`config.mk`:
```
export PLATFORM = sky130hd
export DESIGN_NAME = format_string_integer_formatter
export DESIGN_NICKNAME = d
export VERILOG_FILES = /design/src/rtl/fsif_pkg.sv /design/src/rtl/fsif_dp.sv /design/src/rtl/fsif_ctrl.sv /design/src/rtl/format_string_integer_formatter.sv
export SDC_FILE = /design/constraint.sdc
export NUM_CORES = 1
export LEC_CHECK = 0
export BUFFER_PORTS_ARGS = -buffer_cell sky130_fd_sc_hd__buf_4
export CAP_MARGIN = 20
export CORE_ASPECT_RATIO = 0.6
export CORE_UTILIZATION = 45
export DETAILED_ROUTE_END_ITERATION = 16
export PLACE_DENSITY = 0.67
export SETUP_SLACK_MARGIN = 0.15
export SYNTH_ARGS = -nofsm -noshare
export SYNTH_HDL_FRONTEND = slang
export SYNTH_SLANG_ARGS = --single-unit
```
`constraint.sdc`:
```
create_clock -name clk -period 2.8 [get_ports clk]
set_clock_uncertainty 0.15 [all_clocks]
set_input_delay 0.28 -clock clk [delete_from_list [all_inputs] [get_ports clk]]
set_output_delay 0.28 -clock clk [all_outputs]
set_load 0.02 [all_outputs]
```
`src/rtl/fsif_pkg.sv`:
```
// Shared types, constants and character table for the integer format block.
package fsif_pkg;

    // Argument width after masking; the argument word itself is always 32 bits
    localparam int ARG_WIDTH = 32;
    localparam int WORD_W    = 32;
    localparam logic [WORD_W-1:0] ARG_MASK = (ARG_WIDTH >= WORD_W) ? {WORD_W{1'b1}} :
        WORD_W'((64'd1 << ARG_WIDTH) - 64'd1);

    // Digit counts and register widths of the conversion datapath
    localparam int DEC_DIGITS  = 10;
    localparam int HEX_NIBBLES = 8;
    localparam int BCD_W       = 4 * DEC_DIGITS;
    localparam int CNT_W       = $clog2(WORD_W + 1);

    // Character codes
    localparam logic [7:0] CH_NUL     = 8'h00;
    localparam logic [7:0] CH_PERCENT = 8'h25;
    localparam logic [7:0] CH_C       = 8'h63;
    localparam logic [7:0] CH_X       = 8'h78;
    localparam logic [7:0] CH_D       = 8'h64;

    // Digit characters, decimal digits share the first ten entries
    localparam logic [7:0] HEX_TABLE [16] = '{
        8'h30, 8'h31, 8'h32, 8'h33, 8'h34, 8'h35, 8'h36, 8'h37,
        8'h38, 8'h39, 8'h41, 8'h42, 8'h43, 8'h44, 8'h45, 8'h46
    };

    typedef struct packed {
        logic [7:0]        fmt_byte;
        logic [WORD_W-1:0] arg_value;
    } in_word_t;

    typedef struct packed {
        logic [7:0] out_byte;
        logic       last_of_run;
    } out_word_t;

    typedef enum logic [1:0] {
        ST_IDLE,
        ST_CONV,
        ST_SKIP,
        ST_EMIT
    } state_t;

    typedef enum logic [2:0] {
        LD_NONE,
        LD_FMT,
        LD_ARG,
        LD_HEX,
        LD_DEC
    } load_t;

    typedef struct packed {
        load_t load;
        logic  conv_step;
        logic  skip_step;
        logic  emit;
    } ctrl_cmd_t;

    typedef struct packed {
        logic cnt_last;
        logic top_zero;
        logic out_free;
    } dp_status_t;

endpackage

```
`src/rtl/fsif_dp.sv`:
```
// Datapath: argument capture, binary to BCD conversion, digit shifter and output register.
module fsif_dp (
    input  logic                clk,
    input  logic                rst_n,
    input  fsif_pkg::in_word_t  in_word,
    input  fsif_pkg::ctrl_cmd_t cmd,
    output fsif_pkg::dp_status_t status,
    output logic                out_valid,
    input  logic                out_stall,
    output fsif_pkg::out_word_t out_word
);
    import fsif_pkg::*;

    logic [7:0]        byte_reg, byte_next;
    logic              is_char_reg, is_char_next;
    logic [BCD_W-1:0]  data_reg, data_next;
    logic [WORD_W-1:0] bin_reg, bin_next;
    logic [CNT_W-1:0]  cnt_reg, cnt_next;
    logic              out_valid_reg, out_valid_next;
    out_word_t         out_word_reg, out_word_next;

    logic [WORD_W-1:0] arg_m;
    logic [BCD_W-1:0]  bcd_adj;
    logic [3:0]        top_nib;
    logic [7:0]        cur_byte;

    assign arg_m   = in_word.arg_value & ARG_MASK;
    assign top_nib = data_reg[BCD_W-1 -: 4];

    // Add three to every BCD digit of five or more before the shift
    always_comb
    begin
        for (int i = 0; i < DEC_DIGITS; i++)
        begin
            bcd_adj[i*4 +: 4] = (data_reg[i*4 +: 4] >= 4'd5) ?
                data_reg[i*4 +: 4] + 4'd3 : data_reg[i*4 +: 4];
        end
    end

    // Select the character to send
    assign cur_byte = is_char_reg ? byte_reg : HEX_TABLE[top_nib];

    assign status.cnt_last = (cnt_reg == CNT_W'(1));
    assign status.top_zero = (top_nib == 4'd0);
    assign status.out_free = !out_valid_reg || !out_stall;

    // Next values of the working registers
    always_comb
    begin
        byte_next    = byte_reg;
        is_char_next = is_char_reg;
        data_next    = data_reg;
        bin_next     = bin_reg;
        cnt_next     = cnt_reg;
        case (cmd.load)
            LD_FMT:
            begin
                byte_next    = in_word.fmt_byte;
                is_char_next = 1'b1;
                cnt_next     = CNT_W'(1);
            end
            LD_ARG:
            begin
                byte_next    = arg_m[7:0];
                is_char_next = 1'b1;
                cnt_next     = CNT_W'(1);
            end
            LD_HEX:
            begin
                data_next    = {arg_m, {(BCD_W - WORD_W){1'b0}}};
                is_char_next = 1'b0;
                cnt_next     = CNT_W'(HEX_NIBBLES);
            end
            LD_DEC:
            begin
                data_next    = '0;
                bin_next     = arg_m;
                is_char_next = 1'b0;
                cnt_next     = CNT_W'(WORD_W);
            end
            default:
            begin
            end
        endcase
        if (cmd.conv_step)
        begin
            data_next = {bcd_adj[BCD_W-2:0], bin_reg[WORD_W-1]};
            bin_next  = {bin_reg[WORD_W-2:0], 1'b0};
            cnt_next  = status.cnt_last ? CNT_W'(DEC_DIGITS) : cnt_reg - CNT_W'(1);
        end
        if (cmd.skip_step || cmd.emit)
        begin
            data_next = {data_reg[BCD_W-5:0], 4'd0};
            cnt_next  = cnt_reg - CNT_W'(1);
        end
    end

    // Load the output register on emit, drop the word once taken
    always_comb
    begin
        out_word_next  = out_word_reg;
        out_valid_next = out_valid_reg;
        if (cmd.emit)
        begin
            out_valid_next            = 1'b1;
            out_word_next.out_byte    = cur_byte;
            out_word_next.last_of_run = status.cnt_last;
        end
        else if (!out_stall)
        begin
            out_valid_next = 1'b0;
        end
    end

    // Hold the payload registers
    always_ff @(posedge clk)
    begin
        byte_reg     <= byte_next;
        is_char_reg  <= is_char_next;
        data_reg     <= data_next;
        bin_reg      <= bin_next;
        out_word_reg <= out_word_next;
    end

    // Hold the control registers
    always_ff @(posedge clk or negedge rst_n)
    begin
        if (!rst_n)
        begin
            cnt_reg       <= '0;
            out_valid_reg <= 1'b0;
        end
        else
        begin
            cnt_reg       <= cnt_next;
            out_valid_reg <= out_valid_next;
        end
    end

    assign out_valid = out_valid_reg;
    assign out_word  = out_word_reg;

endmodule

```
`src/rtl/fsif_ctrl.sv`:
```
// Controller: percent flag, format decode and sequencing of conversion and emission.
module fsif_ctrl (
    input  logic                 clk,
    input  logic                 rst_n,
    input  logic                 in_valid,
    output logic                 in_stall,
    input  logic [7:0]           fmt_byte,
    input  fsif_pkg::dp_status_t status,
    output fsif_pkg::ctrl_cmd_t  cmd
);
    import fsif_pkg::*;

    state_t state_reg, state_next;
    logic   pending_reg, pending_next;

    assign in_stall = (state_reg != ST_IDLE);

    // Decode the format byte and step through the conversion
    always_comb
    begin
        state_next    = state_reg;
        pending_next  = pending_reg;
        cmd.load      = LD_NONE;
        cmd.conv_step = 1'b0;
        cmd.skip_step = 1'b0;
        cmd.emit      = 1'b0;
        case (state_reg)
            ST_IDLE:
            begin
                if (in_valid)
                begin
                    if (fmt_byte == CH_NUL)
                    begin
                        pending_next = 1'b0;
                        cmd.load     = LD_FMT;
                        state_next   = ST_EMIT;
                    end
                    else if (!pending_reg)
                    begin
                        if (fmt_byte == CH_PERCENT)
                        begin
                            pending_next = 1'b1;
                        end
                        else
                        begin
                            cmd.load   = LD_FMT;
                            state_next = ST_EMIT;
                        end
                    end
                    else
                    begin
                        pending_next = 1'b0;
                        case (fmt_byte)
                            CH_C:
                            begin
                                cmd.load   = LD_ARG;
                                state_next = ST_EMIT;
                            end
                            CH_X:
                            begin
                                cmd.load   = LD_HEX;
                                state_next = ST_EMIT;
                            end
                            CH_D:
                            begin
                                cmd.load   = LD_DEC;
                                state_next = ST_CONV;
                            end
                            default:
                            begin
                            end
                        endcase
                    end
                end
            end
            ST_CONV:
            begin
                cmd.conv_step = 1'b1;
                if (status.cnt_last)
                begin
                    state_next = ST_SKIP;
                end
            end
            ST_SKIP:
            begin
                // drop leading zeros, always keep the final digit
                if (status.top_zero && !status.cnt_last)
                begin
                    cmd.skip_step = 1'b1;
                end
                else
                begin
                    state_next = ST_EMIT;
                end
            end
            ST_EMIT:
            begin
                if (status.out_free)
                begin
                    cmd.emit = 1'b1;
                    if (status.cnt_last)
                    begin
                        state_next = ST_IDLE;
                    end
                end
            end
            default:
            begin
                state_next = ST_IDLE;
            end
        endcase
    end

    // Hold state and percent flag
    always_ff @(posedge clk or negedge rst_n)
    begin
        if (!rst_n)
        begin
            state_reg   <= ST_IDLE;
            pending_reg <= 1'b0;
        end
        else
        begin
            state_reg   <= state_next;
            pending_reg <= pending_next;
        end
    end

endmodule

```
`src/rtl/format_string_integer_formatter.sv`:
```
// Top level of the integer printf-style formatter.
//
// Input channel: in_valid / in_stall carry one word per format byte, with the
// argument word a conversion at that byte would use. Output channel:
// out_valid / out_stall carry one character per word, last_of_run set on the
// final character an input word produces.
// One input word is worked on at a time; in_stall is high while it is busy.
// Work per input word:
//   '%' or an unknown conversion: accepted with no output
//   ordinary byte, terminator, %c: one character
//   %x: eight hex digits, one per cycle while the output is not stalled
//   %d: accept, a shift-and-add-three BCD conversion of the argument,
//       skip leading zeros and move to emission, then one digit per cycle
//       through the output register while the output is not stalled.
// Characters reach the port through the output register, loaded in ST_EMIT.
// While out_stall is high the output register holds its word and emission
// pauses; the next input word may be accepted while the final character of
// the previous one still waits.
// Reset clears the percent flag, the controller and the output valid.
module format_string_integer_formatter (
    input  logic                clk,
    input  logic                rst_n,
    input  logic                in_valid,
    output logic                in_stall,
    input  fsif_pkg::in_word_t  in_word,
    output logic                out_valid,
    input  logic                out_stall,
    output fsif_pkg::out_word_t out_word
);
    import fsif_pkg::*;

    ctrl_cmd_t  cmd;
    dp_status_t status;

    fsif_ctrl u_ctrl (
        .clk      (clk),
        .rst_n    (rst_n),
        .in_valid (in_valid),
        .in_stall (in_stall),
        .fmt_byte (in_word.fmt_byte),
        .status   (status),
        .cmd      (cmd)
    );

    fsif_dp u_dp (
        .clk       (clk),
        .rst_n     (rst_n),
        .in_word   (in_word),
        .cmd       (cmd),
        .status    (status),
        .out_valid (out_valid),
        .out_stall (out_stall),
        .out_word  (out_word)
    );

endmodule

```
==> results by group, run 1 <==
Outcome
  – Outcome: completed

Floorplanning
  – Die footprint: 0.01375 mm2
  – Die X: 150.7 um
  – Die Y: 91.25 um
  – # IOs: 55
  – Row count: 32
  – Initial Utilization: 46.33%
  – Core Footprint: 0.01289 mm2

Critical path
  – Critical path origin: u_ctrl.state_reg[0]
  – R2R Path End: u_dp.data_reg[29]
  – Critical Path RT: 2.75 ns
  – CP arrival: 2.47 ns
  – Crit path capture type: flip-flop
  – Depth of the worst register-to-register path: 8
  – Slowest stage delay, CP: 0.52 ns
  – Max FO, Critical Path: 25
  – CP endpoint: u_dp.data_reg[29]
  – Setup CP Type: flip-flop to flip-flop
  – R2r setup slk: 0.27 ns
  – Cell breakdown of the critical path: inv_1 > ha_2 > nand2_2 > or4_1 > buf_4 > and3_1 > a211oi_1 > a21oi_1
  – Setup crit start kind: flip-flop
  – Reg-to-Reg Start: u_ctrl.state_reg[0]
  – Crit-path slowest cell: or4_1

Synth
  – Largest cells by area after synthesis: edfxtp_1, nand2_1, ha_1
  – Number of synthesized flops with an enable pin: 85
  – Synth Register Bits: 100
  – Yosys warning count: 0
  – Largest area contributor in the netlist: edfxtp_1
  – Share of the synthesized area in the top cell type: 42.73%
  – Sequential area share after synthesis: 48.60%
  – Synth top cells by count: nand2_1, edfxtp_1, o21ai_0, a21oi_1, inv_1
  – Synth Area per Inst: 9.481 um2
  – Syn Std Cell Area: 0.005973 mm2
  – Post-synth top flop: edfxtp_1
  – Ys async rst share: 10.00%
  – Yosys cell types: 59
  – Post-Syn Instances: 630
  – Post-Syn Nets: 704
  – Most common cell in the netlist: nand2_1

Global route
  – Initial antenna violation count: 0
  – Gr usage total: 22.95%
  – Largest net degree at the start of global routing: 51
  – First-pass GRT wire length: 23.96 mm
  – Vias in the first global route: 4465
  – Grt ovf: 0

Worst hold path
  – Hold path cells: 3
  – HP Class: primary input to flip-flop

Clock network
  – Htree depth: 3
  – Clk Latency, worst-skew pair: 0.35 ns
  – Total CTS buffers: 9
  – Clock-pin transition on the worst setup and hold timing paths: 0.07 ns
  – CTS tree: done
  – CTS Buffer Depth: 2
  – Sink Count: 100
  – CTS Root Cell: clkbuf_16

Timing
  – Endpoints failing setup: 0
  – Final period util: 90.29%
  – F_max: 395.6 MHz
  – Unrepaired setup endpoints after global routing: true
  – Setup TNS: 0 ns
  – Worst slew pin tran: 0.7280 ns
  – Hold Fails Final Rpt: 0
  – Final Max Tran Viols: 0
  – Fin crit period: 2.528 ns
  – Slew margin rel.: 51.37%
  – Setup WS post-layout: 0.2719 ns

Placement
  – PortBufs: 54
  – Pre-CTS WS: 0.1816 ns
  – DP Cell Count: 842
  – RePlAce Congestion: 0.8995
  – Dpl hpwl: 10.73 mm

Layout
  – Final #Nets: 758
  – Diode count: 0
  – Layout cell share with drive strength beyond 1: 16.55%
  – Synth-to-Final Area Change: 17.36%
  – Layout Cells excl Fill: 859
  – Layout Utilization: 54.38%
  – Max reg flops: 40

Routing
  – Via/cell ratio: 5.702
  – Wire length per cell: 17.49 um
  – Vias: 4898
  – Initial DRC Count: 465
  – DR pass1 iterations: 5
  – Drt drc: 0
  – Final WL: 15.02 mm
  – Post-DRT Antenna Nets: 0

Pwr
  – Peak supply drop: 0.0006550 V
  – Total leakage power: 0.002789 uW
  – Cell Pwr Density: 1153 mW/mm2

Flow run
  – Max-cap violation count: 0
## worst min-delay path by stage
stage / from / to / slack [ns]
after global routing: out_stall / u_dp.out_valid / 0.06
after detailed placement: rst_n / u_dp.cnt_reg[2] / -0.03
after floorplan: rst_n / u_ctrl.pending_reg / -0.17
after global placement: rst_n / u_dp.cnt_reg[2] / -0.03
final: out_stall / u_dp.out_valid / 0.03
after CTS: out_stall / u_dp.out_valid / 0.03
## cells in the final DEF, fill, tap and decap left out, types with 10 or more instances in the layout
master    count
ha_1         28
nand2b_1     20
inv_1        33
mux2i_1      12
o21ai_0      63
xnor2_1      10
nand3_1      13
and3_1       17
nor2_1       30
dfrtp_1      10
a21oi_1      48
nand2_1     122
edfxtp_1     85
buf_4        71
## worst max-delay path, delay by kind of cell (launching register included)
kind,cells,cell delay [ns]
AND/OR/NAND/NOR,3,0.84
adder cells (fa/ha/maj),1,0.23
AO/OA/AOI/OAI,2,0.26
flip-flops,1,0.41
buffers and inverters,2,0.37
## power by group
group / switching (uW) / internal, uW / leakage, uW
clock network: 606 / 710 / 0.000148
registers: 494 / 2510 / 0.000972
logic: 2280 / 1480 / 0.00167
## metrics by stage
stage | area [um2] | power [uW] | hold slack (ns)
4_1_cts | 6999 | 8060 | 0.02996
3_3_place_gp | 6683 | 6557 | -0.02766
2_1_floorplan | 5989 | 5518 | -0.1656
5_1_grt | 7010 | 8653 | 0.05958
6_report | 7010 | 8085 | 0.03215
3_5_place_dp | 6683 | 6718 | -0.02752
## layout make-up
cell class	count	area [um2]
Fill cell	1161	5882
Clock inverter	7	81.33
Inverter	34	131.4
Clock buffer	9	225.2
Tap cell	170	212.7
Sequential cell	100	2903
Multi-Input combinational cell	463	2834
Timing Repair Buffer	76	623.1
## routing by layer
layer | global-route usage, % | wire (um) | vias to the layer above
met4 | 6.417 | 179 | 0
met1 | 35.64 | 7624 | 2347
met2 | 31.65 | 6183 | 167
li1 | - | - | 2366
met5 | 0 | 0 | -
met3 | 4.673 | 1034 | 18
## cell families (layout without fill, tap and decap cells)
family | count (synthesis) | after routing | share of synthesized area (%)
adders and majority gates | 30 | 30 | 6.284
muxes | 16 | 16 | 2.765
buffers and inverters | 67 | 126 | 4.420
DFF | 100 | 100 | 48.60
and+or+nand+nor | 234 | 234 | 18.54
AOI/OAI and AO/OA | 171 | 171 | 17.64
xor gates and xnor gates | 12 | 12 | 1.760
## what timing repair did
item	CTS	global route
setup endpoints to repair	0	33
hold endpoints to repair	10	0
setup buffers	0	0
resized for setup	0	3
hold buffers	1	0
No activity file was read; power rests on OpenSTA's default activity.
==> run 2, diff against run 1 <==
Settings changed: RECOVER_POWER set to 25.
==> results by group, run 2 (synthesized netlist as in run 1, its figures left out) <==
Pwr
  – Total leakage power: 0.002731 uW
  – Switching share of power: 42.13%
  – Power Internal: 4643 uW
  – Clock share of power: 16.4%
  – Net switching power: 3380 uW
  – Peak supply drop: 0.0006533 V
  – Cell Pwr Density: 1156 mW/mm2
  – Overall Power: 8023 uW
  – Reg power frac: 37.5%
  – Comb power frac: 46.1%

Placement
  – RePlAce Congestion: 0.8995
  – Pre-CTS WS: 0.1816 ns
  – Dpl hpwl: 10.73 mm
  – PortBufs: 54

Timing
  – F_max: 389.1 MHz
  – Hold Fails Final Rpt: 0
  – Slew margin rel.: 50.45%
  – Endpoints failing setup: 0
  – Setup TNS: 0 ns
  – Final period util: 91.78%
  – Worst slew pin tran: 0.7433 ns
  – Final Max Tran Viols: 0
  – Unrepaired setup endpoints after global routing: true
  – Setup WS post-layout: 0.2300 ns
  – Fin crit period: 2.570 ns

Clock network
  – CTS Root Cell: clkbuf_16
  – Total CTS buffers: 9
  – CTS tree: done
  – Post-CTS setup buffer count: 0
  – Htree depth: 3
  – Sink Count: 100
  – CTS Buffer Depth: 2
  – Clk Latency, worst-skew pair: 0.35 ns
  – Clock-pin transition on the worst setup and hold timing paths: 0.07 ns

Layout
  – Diode count: 0
  – Max reg flops: 40
  – Layout cell share with drive strength beyond 1: 13.93%
  – Final #Nets: 758
  – Commonest non-fill, non-tap cell in the layout: nand2_1
  – Synth-to-Final Area Change: 16.21%
  – Filler instances: 1184
  – Commonest cells after routing, fill and taps aside: nand2_1, edfxtp_1, o21ai_0

Floorplanning
  – Initial Utilization: 46.33%
  – Die X: 150.7 um
  – # IOs: 55
  – Die Y: 91.25 um
  – Die footprint: 0.01375 mm2
  – Core Footprint: 0.01289 mm2
  – Row count: 32

Critical path
  – Cell breakdown of the critical path: inv_1 > ha_1 > nor4bb_1 > clkbuf_1 > a21o_2 > buf_4 > o21ai_0
  – CP arrival: 2.51 ns
  – Max FO, Critical Path: 23
  – Critical Path RT: 2.74 ns
  – Setup CP Type: flip-flop to flip-flop
  – Slowest stage delay, CP: 0.50 ns
  – Crit path capture type: flip-flop
  – Crit-path slowest cell: edfxtp_1
  – Setup crit start kind: flip-flop

Routing
  – Wire length per cell: 17.56 um
  – Drt drc: 0
  – Post-DRT Antenna Nets: 0
  – Initial DRC Count: 575
  – Vias: 4888
  – DR pass1 iterations: 5
  – Final WL: 15.09 mm
  – Via/cell ratio: 5.690

Global route
  – First-pass GRT wire length: 23.96 mm
  – Grt ovf: 0
  – Vias in the first global route: 4465
  – Largest net degree at the start of global routing: 51
  – Gr usage total: 22.95%
  – Initial antenna violation count: 0

Worst hold path
  – HP Class: primary input to flip-flop

Outcome
  – Outcome: completed

Flow run
  – Max-cap violation count: 0
-- run 2: layer usage --
metal / vias to the layer above / wire, um / track usage (%)
met5: - / 0 / 0
met4: 0 / 186 / 6.417
met3: 20 / 1024 / 4.673
met2: 167 / 6206 / 31.65
met1: 2336 / 7668 / 35.64
li1: 2365 / - / -
-- run 2: worst paths after layout --
kind	from	end	slack, ns	cells after the start
setup / recovery	u_dp.data_reg[36]	u_dp.data_reg[19]	0.23	7
setup reg to reg	u_dp.data_reg[36]	u_dp.data_reg[19]	0.23	7
hold / removal	out_stall	u_dp.out_valid	0.03	3
hold reg to reg	u_dp.bin_reg[0]	u_dp.bin_reg[0]	0.31	2
min in group asynchronous	rst_n	u_dp.out_valid	0.29	2
max in group asynchronous	rst_n	u_dp.cnt_reg[0]	1.82	2
-- run 2: layout make-up --
class	instances	area, um2	area share (%)
tap	170	212.7	3.064
timing repair buffer	76	563.0	8.111
clock buffer	9	225.2	3.244
multi-input combinational	463	2825	40.70
clock inverter	7	81.33	1.172
inverter	34	131.4	1.893
sequential	100	2903	41.82
-- run 2: what timing repair did --
action	in CTS	in global routing
endpoints found under the setup margin	0	33
hold buffers	1	0
resized for setup	0	3
endpoints found under the hold margin	10	0
-- run 2: power by group through the flow --
stage	logic, uW	clock network (uW)	registers [uW]
5_1_grt	4110	1390	3080
3_5_place_dp	3700	0	3020
2_1_floorplan	2610	0	2910
4_1_cts	3730	1340	2990
6_report	3700	1320	3010
3_3_place_gp	3570	0	2990
-- run 2: worst max-delay path: cells and delay by family (launching register included) --
family          cells  cell delay (ns)
compound gates      2             0.40
simple gates        1             0.46
buf+inv             3             0.64
fa+ha+maj           1             0.16
flops               1             0.50
-- run 2: per-stage QoR --
| step | util, % | area [um2] | hold WS [ns] | std cells |
|---|---|---|---|---|
| after floorplan | - | 5989 | -0.1656 | 630 |
| after global placement | 51.83 | 6683 | -0.02766 | 842 |
| after detailed placement | 51.83 | 6683 | -0.02752 | 842 |
| after CTS | 54.29 | 6999 | 0.02996 | 859 |
| after global routing | 53.84 | 6942 | 0.05958 | 859 |
| final | 53.84 | 6942 | 0.03246 | 859 |
